File: config.mk
export PLATFORM = sky130hd
export DESIGN_NAME = alloc_size_class_calculator_unit
export DESIGN_NICKNAME = d
export VERILOG_FILES = /design/src/rtl/alsc_pkg.sv /design/src/rtl/alloc_size_class_calculator_unit.sv
export SDC_FILE = /design/constraint.sdc
export NUM_CORES = 1
export LEC_CHECK = 0
export ABC_AREA = 0
export BUFFER_PORTS_ARGS = -buffer_cell sky130_fd_sc_hd__buf_4
export CORE_ASPECT_RATIO = 0.7
export CORE_MARGIN = 2
export CORE_UTILIZATION = 60
export CTS_CLUSTER_DIAMETER = 60
export DETAILED_ROUTE_END_ITERATION = 10
export PLACE_DENSITY_LB_ADDON = 0.2
export SKIP_LAST_GASP = 1
export SYNTH_ARGS = -nofsm -noshare
export SYNTH_HDL_FRONTEND = slang
export SYNTH_SLANG_ARGS = --single-unit
File: constraint.sdc
create_clock -name clk -period 10 [get_ports clk]
set_clock_uncertainty 0.15 [all_clocks]
set_input_delay 0.5 -clock clk [delete_from_list [all_inputs] [get_ports clk]]
set_output_delay 0.5 -clock clk [all_outputs]
set_load 0.01 [all_outputs]
File: src/rtl/alsc_pkg.sv
// ----------------------------------------------------------------------------
// alsc_pkg: size class calculator package
// Widths, tier constants, status codes, pipeline item type and divider step.
// ----------------------------------------------------------------------------
package alsc_pkg;

	localparam int REQ_W    = 24;
	localparam int ROUND_W  = 25;
	localparam int IDX_W    = 8;
	localparam int BATCH_W  = 10;
	localparam int PAGE_W   = 14;
	localparam int STATUS_W = 2;
	localparam int TIER_W   = 3;

	localparam int PAGE_SHIFT_BITS_DEF = 13;
	localparam int MAX_SMALL_BYTES     = 262144;

	localparam int BATCH_MAX = 512;
	localparam int BATCH_MIN = 2;
	localparam int DIV_LO    = MAX_SMALL_BYTES / BATCH_MAX;
	localparam int DIV_HI    = MAX_SMALL_BYTES / BATCH_MIN;
	localparam int QUO_W     = $clog2(BATCH_MAX);
	localparam int REM_W     = $clog2(MAX_SMALL_BYTES);
	localparam int DIV_STEPS = 3;
	localparam int PROD_W    = BATCH_W + REQ_W;

	localparam logic [REM_W-1:0] DIV_INIT_REM = REM_W'(MAX_SMALL_BYTES >> QUO_W);

	localparam logic [STATUS_W-1:0] ST_OK    = 2'd0;
	localparam logic [STATUS_W-1:0] ST_ZERO  = 2'd1;
	localparam logic [STATUS_W-1:0] ST_LARGE = 2'd2;

	localparam logic [TIER_W-1:0] TIER_8B   = 3'd0;
	localparam logic [TIER_W-1:0] TIER_16B  = 3'd1;
	localparam logic [TIER_W-1:0] TIER_128B = 3'd2;
	localparam logic [TIER_W-1:0] TIER_1K   = 3'd3;
	localparam logic [TIER_W-1:0] TIER_8K   = 3'd4;
	localparam logic [TIER_W-1:0] TIER_PAGE = 3'd5;

	localparam int TIER0_TOP = 128;
	localparam int TIER1_TOP = 1024;
	localparam int TIER2_TOP = 8 * 1024;
	localparam int TIER3_TOP = 64 * 1024;

	localparam int OFF_16B  = 16;
	localparam int OFF_128B = 72;
	localparam int OFF_1K   = 128;
	localparam int OFF_8K   = 184;

	typedef struct packed {
		logic [REQ_W-1:0]    size;
		logic [ROUND_W-1:0]  rounded;
		logic [TIER_W-1:0]   tier;
		logic [IDX_W-1:0]    idx;
		logic [STATUS_W-1:0] status;
	} alsc_item_t;

	typedef struct packed {
		logic [REM_W-1:0] rem;
		logic             bit_q;
	} alsc_div_step_t;

	function automatic alsc_div_step_t div_step(input logic [REM_W-1:0] rem,
			input logic [REM_W-1:0] dvs);
		logic [REM_W-1:0] shifted;
		alsc_div_step_t   res;
		shifted = {rem[REM_W-2:0], 1'b0};
		if (shifted >= dvs) begin
			res.rem   = shifted - dvs;
			res.bit_q = 1'b1;
		end else begin
			res.rem   = shifted;
			res.bit_q = 1'b0;
		end
		return res;
	endfunction

endpackage

File: src/rtl/alloc_size_class_calculator_unit.sv
// ----------------------------------------------------------------------------
// alloc_size_class_calculator_unit: allocation size class calculator
// Rounds a request to its tier, finds its class index, batch count and span
// page count over a six-stage pipeline.
// ----------------------------------------------------------------------------
//  channel | signals                                   | dir
//  --------+-------------------------------------------+-----
//  request | in_valid, in_ready, request_size          | in
//  result  | out_valid, out_ready, rounded_size,       | out
//          | class_index, batch_count, page_count,     |
//          | status                                    |
//
//  One transaction enters per cycle unless a stalled output has backed the
//  pipeline up. The batch divider yields three quotient bits per stage over
//  three stages, followed by the batch multiply and the page shift stages.
//  Reset clears all stage valid bits; no clearing pass.
//  A stall holds only the stages that are full behind the stalled output.
// ----------------------------------------------------------------------------
module alloc_size_class_calculator_unit
	import alsc_pkg::*;
#(
	parameter int PAGE_SHIFT_BITS = PAGE_SHIFT_BITS_DEF
) (
	input  logic                clk,
	input  logic                arst_n,
	input  logic                in_valid,
	output logic                in_ready,
	input  logic [REQ_W-1:0]    request_size,
	output logic                out_valid,
	input  logic                out_ready,
	output logic [ROUND_W-1:0]  rounded_size,
	output logic [IDX_W-1:0]    class_index,
	output logic [BATCH_W-1:0]  batch_count,
	output logic [PAGE_W-1:0]   page_count,
	output logic [STATUS_W-1:0] status
);

	localparam logic [ROUND_W-1:0] PAGE_MASK =
		ROUND_W'((64'd1 << PAGE_SHIFT_BITS) - 64'd1);

	logic v_s1, v_s2, v_s3, v_s4, v_s5, v_s6;
	logic adv1, adv2, adv3, adv4, adv5, adv6;

	alsc_item_t item_c, item_c2, item_s1, item_s2, item_s3, item_s4, item_s5;
	logic [ROUND_W-1:0] align_m1;
	logic [ROUND_W-1:0] slot_full;

	logic [REM_W-1:0] rem_s2, rem_s3;
	logic [QUO_W-1:0] quo_s2, quo_s3, quo_s4;
	logic [REM_W-1:0] rem_c2, rem_c3, rem_c4;
	logic [QUO_W-1:0] quo_c2, quo_c3, quo_c4;
	alsc_div_step_t   st2, st3, st4;

	logic [BATCH_W-1:0] batch_c, batch_s5;
	logic [PROD_W-1:0]  prod_s5;
	logic [PROD_W-1:0]  prod_sh;
	logic [PAGE_W-1:0]  pages_c;

	assign adv6     = !v_s6 || out_ready;
	assign adv5     = !v_s5 || adv6;
	assign adv4     = !v_s4 || adv5;
	assign adv3     = !v_s3 || adv4;
	assign adv2     = !v_s2 || adv3;
	assign adv1     = !v_s1 || adv2;
	assign in_ready = adv1;
	assign out_valid = v_s6;

	always_ff @(posedge clk or negedge arst_n) begin
		if (!arst_n) begin
			v_s1 <= 1'b0;
			v_s2 <= 1'b0;
			v_s3 <= 1'b0;
			v_s4 <= 1'b0;
			v_s5 <= 1'b0;
			v_s6 <= 1'b0;
		end else begin
			if (adv1) v_s1 <= in_valid;
			if (adv2) v_s2 <= v_s1;
			if (adv3) v_s3 <= v_s2;
			if (adv4) v_s4 <= v_s3;
			if (adv5) v_s5 <= v_s4;
			if (adv6) v_s6 <= v_s5;
		end
	end

	// stage 1: tier decode and rounding
	always_comb begin
		item_c      = '0;
		item_c.size = request_size;
		if (request_size <= REQ_W'(TIER0_TOP)) begin
			item_c.tier = TIER_8B;
		end else if (request_size <= REQ_W'(TIER1_TOP)) begin
			item_c.tier = TIER_16B;
		end else if (request_size <= REQ_W'(TIER2_TOP)) begin
			item_c.tier = TIER_128B;
		end else if (request_size <= REQ_W'(TIER3_TOP)) begin
			item_c.tier = TIER_1K;
		end else if (request_size <= REQ_W'(MAX_SMALL_BYTES)) begin
			item_c.tier = TIER_8K;
		end else begin
			item_c.tier = TIER_PAGE;
		end
		case (item_c.tier)
			TIER_8B:   align_m1 = ROUND_W'(7);
			TIER_16B:  align_m1 = ROUND_W'(15);
			TIER_128B: align_m1 = ROUND_W'(127);
			TIER_1K:   align_m1 = ROUND_W'(1023);
			TIER_8K:   align_m1 = ROUND_W'(8191);
			default:   align_m1 = PAGE_MASK;
		endcase
		item_c.rounded = ({1'b0, request_size} + align_m1) & ~align_m1;
		if (request_size == '0) begin
			item_c.status  = ST_ZERO;
			item_c.rounded = '0;
		end else if (item_c.tier == TIER_PAGE) begin
			item_c.status = ST_LARGE;
		end else begin
			item_c.status = ST_OK;
		end
	end

	always_ff @(posedge clk) begin
		if (adv1) item_s1 <= item_c;
	end

	// stage 2: class index, first quotient bits
	always_comb begin
		case (item_s1.tier)
			TIER_8B:   slot_full = (item_s1.rounded >> 3) - ROUND_W'(1);
			TIER_16B:  slot_full = ((item_s1.rounded - ROUND_W'(TIER0_TOP)) >> 4)
				+ ROUND_W'(OFF_16B - 1);
			TIER_128B: slot_full = ((item_s1.rounded - ROUND_W'(TIER1_TOP)) >> 7)
				+ ROUND_W'(OFF_128B - 1);
			TIER_1K:   slot_full = ((item_s1.rounded - ROUND_W'(TIER2_TOP)) >> 10)
				+ ROUND_W'(OFF_1K - 1);
			TIER_8K:   slot_full = ((item_s1.rounded - ROUND_W'(TIER3_TOP)) >> 13)
				+ ROUND_W'(OFF_8K - 1);
			default:   slot_full = '0;
		endcase
		item_c2     = item_s1;
		item_c2.idx = (item_s1.status == ST_OK) ? slot_full[IDX_W-1:0] : '0;
		rem_c2 = DIV_INIT_REM;
		quo_c2 = '0;
		for (int i = 0; i < DIV_STEPS; i++) begin
			st2    = div_step(rem_c2, item_s1.size[REM_W-1:0]);
			rem_c2 = st2.rem;
			quo_c2 = {quo_c2[QUO_W-2:0], st2.bit_q};
		end
	end

	always_ff @(posedge clk) begin
		if (adv2) begin
			item_s2 <= item_c2;
			rem_s2  <= rem_c2;
			quo_s2  <= quo_c2;
		end
	end

	// stage 3: next quotient bits
	always_comb begin
		rem_c3 = rem_s2;
		quo_c3 = quo_s2;
		for (int i = 0; i < DIV_STEPS; i++) begin
			st3    = div_step(rem_c3, item_s2.size[REM_W-1:0]);
			rem_c3 = st3.rem;
			quo_c3 = {quo_c3[QUO_W-2:0], st3.bit_q};
		end
	end

	always_ff @(posedge clk) begin
		if (adv3) begin
			item_s3 <= item_s2;
			rem_s3  <= rem_c3;
			quo_s3  <= quo_c3;
		end
	end

	// stage 4: last quotient bits
	always_comb begin
		rem_c4 = rem_s3;
		quo_c4 = quo_s3;
		for (int i = 0; i < DIV_STEPS; i++) begin
			st4    = div_step(rem_c4, item_s3.size[REM_W-1:0]);
			rem_c4 = st4.rem;
			quo_c4 = {quo_c4[QUO_W-2:0], st4.bit_q};
		end
	end

	always_ff @(posedge clk) begin
		if (adv4) begin
			item_s4 <= item_s3;
			quo_s4  <= quo_c4;
		end
	end

	// stage 5: clamp batch, multiply
	always_comb begin
		if (item_s4.status == ST_ZERO) begin
			batch_c = '0;
		end else if (item_s4.size <= REQ_W'(DIV_LO)) begin
			batch_c = BATCH_W'(BATCH_MAX);
		end else if (item_s4.size > REQ_W'(DIV_HI)) begin
			batch_c = BATCH_W'(BATCH_MIN);
		end else begin
			batch_c = {{(BATCH_W - QUO_W){1'b0}}, quo_s4};
		end
	end

	always_ff @(posedge clk) begin
		if (adv5) begin
			item_s5  <= item_s4;
			batch_s5 <= batch_c;
			prod_s5  <= PROD_W'(batch_c) * PROD_W'(item_s4.size);
		end
	end

	// stage 6: page shift and output register
	always_comb begin
		prod_sh = prod_s5 >> PAGE_SHIFT_BITS;
		pages_c = prod_sh[PAGE_W-1:0];
		if (item_s5.status == ST_ZERO) begin
			pages_c = '0;
		end else if (pages_c == '0) begin
			pages_c = PAGE_W'(1);
		end
	end

	always_ff @(posedge clk) begin
		if (adv6) begin
			rounded_size <= item_s5.rounded;
			class_index  <= item_s5.idx;
			batch_count  <= batch_s5;
			page_count   <= pages_c;
			status       <= item_s5.status;
		end
	end

endmodule

======== Yosys cells after proc, flatten, opt, wreduce, memory -nomap -nowiden ========
Cells that the tools add are included.
storage, ports and cells
  register bits after elaboration ......... 420
  output and inout port bits .............. 61
operators by class
  add/sub/neg operators ................... 18
  order comparisons ....................... 16
  reductions and logical operators ........ 18
  $mul .................................... 1
  bitwise gates (word level) .............. 2
  muxes and demuxes ....................... 21
  equality and inequality tests ........... 10
operators by type and width
  cell                    number
  $ge 18x18->1            8
  $mux 18                 8
  $sub 17x17->17          7
  $pmux 13 s4             1
  $pmux 8 s5              1
  $mul 10x24->27          1
  $add 24x25->25          1
  $and 25x25->25          1
  $not 25->25             1
  $gt 24x18->1 const B    1
  $le 24x10->1 const B    1
  $le 24x11->1 const B    1
  $le 24x14->1 const B    1
  $le 24x17->1 const B    1
  $le 24x19->1 const B    1
  $le 24x8->1 const B     1
  $logic_not 24->1        1
  $sub 21x17->21 const B  1
  $mux 10                 2
  $ge 11x18->1 const A    1
  $sub 18x14->18 const B  1
  $sub 11x17->17 const A  1
  $add 8x7->8 const B     2
  $sub 15x11->15 const B  1
  18 further kinds        40

======== Depth between registers and ports, before layout ========
Gate-level depths: netlist of the first run.
  depth after elaboration ................. 10
  depth in mapped cells ................... 38

======== Worst setup path after synthesis of the first run ========
Ideal clock, no wire load.
  kind .................................... flip-flop to flip-flop
  start point ............................. register item_s4[38] (netlist name)
  end point ............................... register prod_s5[25], data pin
  period minus slack after synthesis ...... 7.825 ns
  data arrival time ....................... 7.418 ns
  stages on the path, launching flop included .. 25
  data required time ...................... 9.592 ns
  setup slack ............................. 2.175 ns
  setup time .............................. 0.258 ns
  path buffers ............................ 3
  cell sequence ........................... edfxtp_1 > buf_6 > nor4_1 > nand3_1 > or4b_1 > a211oi_1 > clkbuf_1 > clkbuf_1 > and3_1 > fa_1 > fa_1 > fa_1 > fa_1 > fa_1 > ha_1 > a21o_1 > a21o_1 > a211oi_1 > o22ai_1 > or3_1 > o31ai_4 > o21ai_2 > a211o_1 > a21oi_1 > xnor2_1
on the way
  word-level cells in the longest chain between the ends .. 5
  elaborated cells on any way between the ends .. 6
ends and longest elaborated chain
  element                 RTL line                                 RTL
  from (decl)             alloc_size_class_calculator_unit.sv:44   alsc_item_t item_c, item_c2, item_s1, item_s2, item_s3, item_s4, item_s5;
  from (signal assigned)  alloc_size_class_calculator_unit.sv:191  item_s4 <= item_s3;
  $gt 24x18->1            alloc_size_class_calculator_unit.sv:202  end else if (item_s4.size > REQ_W'(DIV_HI)) begin
  $mux 9                  alloc_size_class_calculator_unit.sv:202
  $mux 10                 alloc_size_class_calculator_unit.sv:200  end else if (item_s4.size <= REQ_W'(DIV_LO)) begin
  $mux 10                 alloc_size_class_calculator_unit.sv:198  if (item_s4.status == ST_ZERO) begin
  $mul 10x24->27 (*)      alloc_size_class_calculator_unit.sv:213  prod_s5 <= PROD_W'(batch_c) * PROD_W'(item_s4.size);
  to (signal assigned)    alloc_size_class_calculator_unit.sv:213
  to (decl)               alloc_size_class_calculator_unit.sv:55   logic [PROD_W-1:0] prod_s5;
Mark *: on every way between the ends. The rest lies on a longest branch, timed or not.
A chain may end at the register's enable or synchronous reset.

==> metrics, run 1 <==
fin nets=between 2000 and 3000; fin cells=3110; clk buf depth=3; cell leakage power=roughly 13 nW; setup TNS=0 ns; DR WL/cell=20.6 um; DRC viols=0; Root Driver=clkbuf_16; switch share=39.2%; Seq pwr share=30.1%; Hold Crit Endpoint=v_s1$_DFFE_PN0P_; GR Layer Usage met3=4.92%; Seq/Total Area, Yosys=a little over two fifths; 1st-iter DRT viols=1866; Critical Path AT=9.44 ns; Pre-antenna DRT Iters=5; DRT Wirelength=64.0 mm; Final HPWL DP=approximately 48 mm; most common cell after layout, fill and taps aside=edfxtp_1; Clock power frac=18.5%; GRT Util Overall=approximately 28%; post-synthesis register bit count=389; Critical Path Fanout Max=23; status=complete, no violations; Sequential Area=between 0.01 and 0.015 sq mm; io pins=89; Port Buffers=85; grt met2 use=40.8%; Max Cap Viol=0; cell area after layout=0.0297 sq mm; Most Used Layer, Global Route=met1; largest net degree at the start of global routing=a little under 80; die area=about 0.046 sq mm; number of global-route vias before repair=18100; PD cells=between 200 and 300 mW/mm^2; min-delay src=in_valid; Tmin final=between 9 and 10 ns; placed inst area=around 0.028 sq mm; Die W=256 um; measured slew at the worst slew-check pin=roughly 1.1 ns; grt ovf=0; fill count=3250; core area=0.0439 sq mm; Die Y=181 um; internal power=5.30 mW; final setup violation count=0; Critical Path Sink Type=register; CTS Buf Count=41; Power Total=8.71 mW; gp weighted congestion=about 0.93; Antenna Nets Post-Route=0; WHS Path Cells=2; synth warn=0; net switching power=3.41 mW; CP dominant cell by count=a21oi_1; Period Utilization, post-route=~93%; Crit-path slowest cell=edfxtp_1; fmax=108 MHz; CTS tree=done; Initial Util=between 60% and 70%; async set-reset flop share out of synthesis=approximately 1.5%; Primary FF master, synth=edfxtp_1; Setup CP Type=reg2reg; detailed-route vias per instance=5.91; r2r setup slk=just over 0.7 ns; Slew Limit Fails=0; most frequent cells in the layout=383 x edfxtp_1, 243 x inv_1, 204 x ha_1; Rel. slew slack=27.3%; wire length of the first global-routing pass=100 mm; worst hold path type=in2reg; Row Count=64; Worst EP required=10.15 ns; worst vdd ir=0.177 mV; Distinct cells, synth=80; Setup Buffers After CTS=0; Reg2Reg Capture Point=rem_s3[1]$_DFFE_PP_; Inst Count DP=3018; pre-CTS WS=0.757 ns; layout cells sized above 1=11.4%; clock latency on the worst-skew pair=around 0.57 ns; Fin. Hold Viols=0; CTS Sinks=389; Clock Pin Slew Worst Setup and Hold Paths=0.06 ns; H-Tree Depth=2; reg-to-reg critical path startpoint=item_s2[38]$_DFFE_PP_; Final WS setup=0.710 ns; crit path launch type=register; initial antenna violation count=1; Post-Synthesis Cells=approximately 2400; Mapped Area=0.0268 sq mm; routed vias=18400; RSZ-0062 raised after global routing=no; Syn Area/Cell=11.4 sq um; combinational share of power=roughly 51%; met1 Use GR=43.4%; area of the multi-input gates=approximately 0.014 sq mm; diode count=0; EDFF count, synth=383; Worst path max stage delay=0.69 ns; worst r2r path cells=30; area grow syn2layout=11.1%
## kinds of logic after synthesis
| kind of cell | after synthesis | synth area share, % |
|---|---|---|
| simple gates | 660 | 12.2 |
| flops | 389 | 43.5 |
| compound gates | 373 | 8.99 |
| fa+ha+maj | 360 | 21.2 |
| buf+inv | 317 | 4.64 |
| xor+xnor | 168 | 5.52 |
| mux | 88 | 3.90 |
| other cells | 2 | 0.0280 |
## layout make-up
class | instances | area share, %
Multi-Input combinational cell | 1689 | 47.3
Sequential cell | 389 | 39.2
Clock buffer | 51 | 3.71
Inverter | 248 | 3.13
Timing Repair Buffer | 114 | 3.01
Tap cell | 594 | 2.50
Clock inverter | 25 | 1.18
## per-layer routing
layer,vias to the layer above,share of wire [%]
met1,9036,46
met3,85,8.8
met2,738,43
met4,2,1.8
li1,8521,-
met5,-,0.020
## Yosys cell counts, drive strengths merged, types with 3 or more instances
cell type	number	area [sq um]
a31oi	17	121
or4	6	52.6
edfxtp	383	11500
nand4	13	81.3
or2	7	43.8
nor4	16	100
a21o	39	293
xor2	46	403
mux2i	3	30.0
or3	15	98.8
o211ai	10	75.1
o21a	28	210
mux2	80	901
o21bai	15	113
xnor2	122	1080
fa	156	3120
and2	45	284
ha	204	2550
dfrtp	6	150
a21oi	120	608
buf	24	141
nor3b	4	30.0
a211oi	11	87.6
nand2b	23	144
nor3	43	215
nand3	40	200
nand4b	3	26.3
nor2b	21	131
o22ai	10	62.6
nor2	148	558
mux4	5	113
o31ai	11	96.3
nand2	177	664
a21boi	12	90.1
inv	246	923
clkbuf	45	169
nand3b	4	30.0
o21ai	71	367
and3	89	557
o41ai	5	58.8
## power groups by stage
| stage | sequential, mW | clock, mW | combinational, mW |
|---|---|---|---|
| 2_1_floorplan | 2.49 | 0 | 3.41 |
| 3_3_place_gp | 2.63 | 0 | 4.23 |
| 3_5_place_dp | 2.65 | 0 | 4.35 |
| 4_1_cts | 2.62 | 1.64 | 4.40 |
| 5_1_grt | 2.66 | 1.70 | 4.95 |
| 6_report | 2.62 | 1.61 | 4.47 |
## timing repair
item                                   CTS  global route
setup endpoints to repair                0             1
endpoints found under the hold margin   21             0
hold buffers                            16             0
resized for setup                        0             1
## metrics by stage
step | hold WS, ns | utilization, %
floorplan | 0.0544 | -
global placement | 0.161 | 64.1
detailed placement | 0.172 | 64.1
CTS | 0.00232 | 67.8
global route | 0.00351 | 67.8
finish | 0.0144 | 67.8
## state kept, by name (all words and copies together), names as in the netlist, 2 cells and up
register,count
prod_s5,14
item_s2,56
quo_s2,3
quo_s4,9
item_c2,51
class_index,8
status,2
item_s4,56
rounded_size,22
batch_s5,10
item_s3,56
page_count,14
batch_count,10
quo_s3,6
item_s5,32
rem_s2,17
rem_s3,17
## how the worst max path moves through the flow
stage                                      from                     to  slack, ns
after floorplan           item_s4[38]$_DFFE_PP_  prod_s5[25]$_DFFE_PP_       2.17
after detailed placement  item_s2[38]$_DFFE_PP_    rem_s3[1]$_DFFE_PP_       0.76
after global routing      item_s2[38]$_DFFE_PP_    rem_s3[1]$_DFFE_PP_       0.30
after global placement    item_s2[38]$_DFFE_PP_    rem_s3[1]$_DFFE_PP_       0.71
after CTS                 item_s2[38]$_DFFE_PP_    rem_s3[1]$_DFFE_PP_       0.70
final                     item_s2[38]$_DFFE_PP_    rem_s3[1]$_DFFE_PP_       0.71
## worst max-delay path: cells and delay by family, from the launching register on
kind            cells  cell delay, ns
mux                 2            0.77
flops               1            0.69
compound gates     21            5.28
simple gates        1            0.08
buf+inv             3            0.80
fa+ha+maj           3            1.17
No activity file was read; power rests on OpenSTA's default activity.
==> run 2, diff against run 1 <==
clock period = 9.3 ns   (was 10 ns; I/O delays follow)
==> run 2 against run 1 <==
Against the previous run:
- flip-flop and latch count unchanged
- largest cell class unchanged
- clock power grew 3%
- final area grew 0.34%
- utilization increased by 0.23 points
- worst setup slack worse by 0.081 ns
- hold slack improved by 0.028 ns
- first-iteration DRC count down 13%
- total power grew 6.0%
- clock-buffer cell count shrank 7
- wire length shrank 6.5%
==> metrics, run 2 (synthesis gave the netlist of run 1 again) <==
Max Cap Viol=0 (unchanged); io pins=89 (unchanged); Worst EP required=9.46 ns (was 10.15 ns); most common cell after layout, fill and taps aside=edfxtp_1 (unchanged); wire length of the first global-routing pass=97.0 mm (was 100 mm); Die W=256 um (unchanged); H-Tree Depth=2 (unchanged); Critical Path Sink Type=register (unchanged); fin cells=3124 (was 3110); final core utilization=68.0% (was 67.8%); Antenna Nets Post-Route=0 (unchanged); Pre-antenna DRT Iters=5 (unchanged); measured slew at the worst slew-check pin=1.02 ns (was 1.09 ns); cell leakage power=13.1 nW (about the same); Inst Count DP=3024 (was 3018); CTS tree=done (unchanged); net switching power=3.53 mW (was 3.41 mW); DRC viols=0 (unchanged); largest net degree at the start of global routing=78 (unchanged); fmax=115 MHz (was 108 MHz); Period Utilization, post-route=93.2% (was 92.9%); Clock power frac=18.0% (was 18.5%); Slew Limit Fails=0 (unchanged); DRT Wirelength=59.8 mm (was 64.0 mm); Rel. slew slack=32.1% (was 27.3%); WHS Path Cells=1 (was 2); Power Total=9.23 mW (was 8.71 mW); fill count=3197 (was 3250); PD cells=309 mW/mm^2 (was 293 mW/mm^2); switch share=38.2% (was 39.2%); RSZ-0062 raised after global routing=no (unchanged); Die Y=181 um (unchanged); largest registers=item_s2 x56, item_s3 x56, item_s4 x56 (unchanged); Setup CP Type=reg2reg (unchanged); most frequent cells in the layout=383 x edfxtp_1, 243 x inv_1, 204 x ha_1 (unchanged); Fin. Hold Viols=0 (unchanged); Final HPWL DP=45.4 mm (was 48.5 mm); setup TNS=0 ns (unchanged); pre-CTS WS=0.535 ns (was 0.757 ns); 1st-iter DRT viols=1631 (was 1866); worst vdd ir=0.178 mV (was 0.177 mV); grt ovf=0 (unchanged); Clock Pin Slew Worst Setup and Hold Paths=0.06 ns (about the same); core area=0.0439 sq mm (unchanged); layout cells sized above 1=11.3% (was 11.4%); die area=0.0464 sq mm (unchanged); area grow syn2layout=11.5% (was 11.1%); Critical Path AT=8.83 ns (was 9.44 ns); routed vias=18100 (was 18400); Seq pwr share=30.5% (was 30.1%); GRT Util Overall=26.3% (was 27.9%); fin nets=2886 (was 2871); gp weighted congestion=0.947 (was 0.930); combinational share of power=51.5% (was 51.3%); CTS Buf Count=40 (was 41); worst hold path type=in2reg (unchanged); number of global-route vias before repair=18400 (was 18100); Port Buffers=85 (unchanged); Initial Util=61.0% (unchanged); Final WS setup=0.629 ns (was 0.710 ns); CTS Sinks=389 (unchanged); final setup violation count=0 (unchanged); worst r2r path cells=23 (was 30); initial antenna violation count=2 (was 1); internal power=5.70 mW (was 5.30 mW); crit path launch type=register (unchanged); DR WL/cell=19.1 um (was 20.6 um); detailed-route vias per instance=5.80 (was 5.91); status=complete, no violations (unchanged); clock latency on the worst-skew pair=0.56 ns (was 0.57 ns); Root Driver=clkbuf_16 (unchanged); Critical Path Fanout Max=14 (was 23); Tmin final=8.67 ns (was 9.29 ns); clk buf depth=3 (unchanged); Row Count=64 (unchanged)
==> run 2: cell type report <==
class | count | area, sq um | share of cell area (%)
diodes | 1 | 2.50 | 0.00838
clock buffers | 44 | 1020 | 3.40
clock inverters | 29 | 380 | 1.27
inverters | 248 | 931 | 3.12
multi-input cells | 1689 | 14100 | 47.1
flip-flops and latches | 389 | 11700 | 39.0
well taps | 594 | 743 | 2.49
repair buffers | 130 | 1050 | 3.52
==> run 2: what timing repair did <==
item / CTS / global route
setup buffers: 0 / 1
hold buffers: 25 / 0
gates resized for setup: 0 / 1
endpoints found under the hold margin: 30 / 0
endpoints found under the setup margin: 0 / 18
==> run 2: routing by layer <==
metal  wire, um  global-route usage [%]  vias to the layer above
met4       1340                    6.70                        2
met2      26900                    41.5                      680
met1      26900                    38.1                     8813
met5         11                       0                        -
met3       4600                    4.76                       97
li1           -                       -                     8540
==> run 2: power groups by stage <==
stage,clock network (mW),registers (mW),logic [mW]
finish,1.66,2.81,4.76
global route,1.76,2.86,5.29
CTS,1.70,2.81,4.66
detailed placement,0,2.84,4.59
global placement,0,2.82,4.42
floorplan,0,2.68,3.67
==> run 2: worst max-delay path, cell delays in order (launching register included) <==
cell      delay [ns]
edfxtp_1        0.56
nor4_1          0.53
nand3_1         0.18
or4b_1          0.62
a211oi_4        0.34
and2_1          0.54
nand2_1         0.16
fa_1            0.56
inv_1           0.06
fa_1            0.52
fa_1            0.45
fa_1            0.53
fa_1            0.51
ha_1            0.34
a21o_1          0.19
a21o_1          0.17
a211oi_1        0.33
o22ai_1         0.15
or3_1           0.48
o31ai_4         0.34
o21ai_2         0.15
a211o_1         0.30
a21oi_1         0.20
xnor2_1         0.08
==> run 2: path summary, 6_finish.rpt <==
path	start	to	slack (ns)
worst min register to register	item_s5[19]$_DFFE_PP_	rounded_size[6]$_DFFE_PP_	0.26
worst min-delay path	request_size[17]	item_c2[55]$_DFFE_PP_	0.04
worst max-delay path	item_s4[41]$_DFFE_PP_	prod_s5[25]$_DFFE_PP_	0.63
min in group asynchronous	arst_n	v_s2$_DFFE_PN0P_	0.18
max in group asynchronous	arst_n	out_valid$_DFFE_PN0P_	8.69
worst max register to register	item_s4[41]$_DFFE_PP_	prod_s5[25]$_DFFE_PP_	0.63
==> run 2: per-stage QoR <==
stage	cell area, sq um	hold slack, ns
2_1_floorplan	26900	0.0194
3_5_place_dp	28200	0.126
4_1_cts	29800	0.00562
5_1_grt	29800	0.00466
3_3_place_gp	28200	0.124
6_report	29800	0.0426
==> run 3, diff against run 2 <==
clock period = 8.52 ns   (was 9.3 ns; I/O delays follow)
==> run 3 against run 2 <==
Against the previous run:
- first-iteration DRC count fell by 2.4%
- clock-buffer cell count did not move
- total power rose by 8.2%
- critical path type unchanged
- largest cell class unchanged
- highest routed layer is now met4
==> metrics, run 3 (synthesis gave the netlist of run 1 again) <==
final setup violation count=0 (unchanged); die area=0.0464 sq mm (unchanged); DRT Wirelength=61.9 mm (was 59.8 mm); GRT Util Overall=27.4% (was 26.3%); M1 WL=29.3 mm (was 26.9 mm); detailed-route vias per instance=5.79 (was 5.80); io pins=89 (unchanged); cell leakage power=13.2 nW (was 13.1 nW); Period Utilization, post-route=96.0% (was 93.2%); status=complete, no violations (unchanged); Critical Path Sink Type=register (unchanged); Inst Count DP=3060 (was 3024); top layer used by detailed routing=met4 (was met5); DR WL/cell=19.6 um (was 19.1 um); worst r2r path cells=24 (was 23); layout cells sized above 1=12.6% (was 11.3%); Final HPWL DP=47.7 mm (was 45.4 mm); largest registers=item_s2 x56, item_s3 x56, item_s4 x56 (unchanged); worst-path cell chain=nor4_2, nand3_1, or4b_1, a211oi_4, buf_12, and2_0, nand2_1, fa_1, fa_1, inv_1, fa_1, fa_1, fa_1, ha_1, a21o_1, a21o_1, a211oi_1, o22ai_1, or3_1, o31ai_4, o21ai_2, a211o_1, a21oi_1, xnor2_1 (was nor4_1, nand3_1, or4b_1, a211oi_4, and2_1, nand2_1, fa_1, inv_1, fa_1, fa_1, fa_1, fa_1, ha_1, a21o_1, a21o_1, a211oi_1, o22ai_1, or3_1, o31ai_4, o21ai_2, a211o_1, a21oi_1, xnor2_1); Critical Path AT=8.33 ns (was 8.83 ns); Clock Pin Slew Worst Setup and Hold Paths=0.06 ns (about the same); initial antenna violation count=0 (was 2); Pre-antenna DRT Iters=6 (was 5); crit path launch type=register (unchanged); Fin. Hold Viols=0 (unchanged); clk buf depth=3 (unchanged); worst vdd ir=0.201 mV (was 0.178 mV); WP buf/inv=2 (was 1); fin cells=3157 (was 3124); fmax=122 MHz (was 115 MHz); CTS tree=done (unchanged); number of global-route vias before repair=18800 (was 18400); routed vias=18300 (was 18100); wire length of the first global-routing pass=101 mm (was 97.0 mm); worst hold path type=in2async (was in2reg); measured slew at the worst slew-check pin=1.04 ns (was 1.02 ns); CP dominant cell by count=fa_1 (unchanged); Reg2Reg Capture Point=prod_s5[25]$_DFFE_PP_ (unchanged); PD cells=333 mW/mm^2 (was 309 mW/mm^2); Port Buffers=85 (unchanged); grt ovf=0 (unchanged); Row Count=64 (unchanged); Die W=256 um (unchanged); setup TNS=0 ns (unchanged); Antenna Nets Post-Route=0 (unchanged); diode count=0 (was 1); most frequent cells in the layout=383 x edfxtp_1, 243 x inv_1, 204 x ha_1 (unchanged); Crit-path slowest cell=or4b_1 (unchanged); Worst path top cell family by delay=adder cells (unchanged); Max Cap Viol=0 (unchanged); met3 wire len=3.99 mm (was 4.60 mm); clock latency on the worst-skew pair=0.55 ns (was 0.56 ns); gp weighted congestion=1.03 (was 0.947); Setup CP Type=reg2reg (unchanged); Die Y=181 um (unchanged); RSZ-0062 raised after global routing=no (unchanged); area grow syn2layout=12.0% (was 11.5%); DRC viols=0 (unchanged); fin nets=2922 (was 2886); Worst EP required=8.67 ns (was 9.46 ns); core area=0.0439 sq mm (unchanged); r2r setup slk=0.34 ns (was 0.63 ns); Worst path max stage delay=0.66 ns (was 0.62 ns); reg-to-reg critical path startpoint=item_s4[39]$_DFFE_PP_ (was item_s4[41]$_DFFE_PP_); Root Driver=clkbuf_16 (unchanged); Critical Path Fanout Max=79 (was 14); Initial Util=61.0% (unchanged); Slew Limit Fails=0 (unchanged); largest net degree at the start of global routing=80 (was 78); Tmin final=8.18 ns (was 8.67 ns); CTS Buf Count=38 (was 40); met2 wire len=27.5 mm (was 26.9 mm); CTS Sinks=389 (unchanged); H-Tree Depth=2 (unchanged); 1st-iter DRT viols=1592 (was 1631); most common cell after layout, fill and taps aside=edfxtp_1 (unchanged); Rel. slew slack=30.4% (was 32.1%)
[run 3: cell count changes in the layout (fill, tap and decap cells not counted), moves of 3 or more]
cell        before  now
inv_8            3    0
bufinv_16        6    1
buf_4          104  139
clkinvlp_4       1    8
[run 3: timing repair]
item                                   4_1_cts  5_1_grt
gates resized for setup                      0        6
setup buffers                                0        2
endpoints found under the hold margin       31        0
setup endpoints to repair                    0       24
hold buffers                                26        0
[run 3: worst max path at each step]
stage | from | to | slack, ns | cells past startpoint
after floorplan | item_s4[38]$_DFFE_PP_ | prod_s5[25]$_DFFE_PP_ | 0.69 | 24
after global placement | item_s4[39]$_DFFE_PP_ | prod_s5[25]$_DFFE_PP_ | 0.38 | 23
after detailed placement | item_s4[39]$_DFFE_PP_ | prod_s5[25]$_DFFE_PP_ | 0.08 | 23
after CTS | item_s4[39]$_DFFE_PP_ | prod_s5[25]$_DFFE_PP_ | 0.1 | 23
after global routing | item_s4[39]$_DFFE_PP_ | prod_s5[25]$_DFFE_PP_ | 0.03 | 24
final | item_s4[39]$_DFFE_PP_ | prod_s5[25]$_DFFE_PP_ | 0.34 | 24
[run 3: metrics by stage]
step           setup slack (ns)  area (sq um)  util (%)  power [mW]  hold slack, ns
2_1_floorplan             0.695         26900         -        6.93         -0.0196
3_3_place_gp              0.380         28500      64.9        8.14          0.0863
3_5_place_dp             0.0837         28500      64.9        8.27          0.0917
4_1_cts                  0.0958         29900      68.2        9.94           0.127
5_1_grt                  0.0300         30000      68.3        10.7           0.135
6_report                  0.340         30000      68.3        9.99           0.150
[run 3: layout make-up]
cell class                      instances  area (sq um)
Clock inverter                         25           234
Fill cell                            3296         13900
Multi-Input combinational cell       1689         14100
Clock buffer                           44           973
Timing Repair Buffer                  168          1360
Sequential cell                       389         11700
Tap cell                              594           743
Inverter                              248           931
[run 3: power breakdown]
part | internal (mW) | total, mW | switching [mW]
sequential | 2.74 | 3.02 | 0.274
clock | 0.872 | 1.61 | 0.734
combinational | 2.50 | 5.37 | 2.87
[run 3: per-layer routing]
metal	vias up	GRT usage, %
met3	77	3.27
met4	0	5.44
met1	9000	41.9
li1	8629	-
met5	-	0
met2	579	42.7
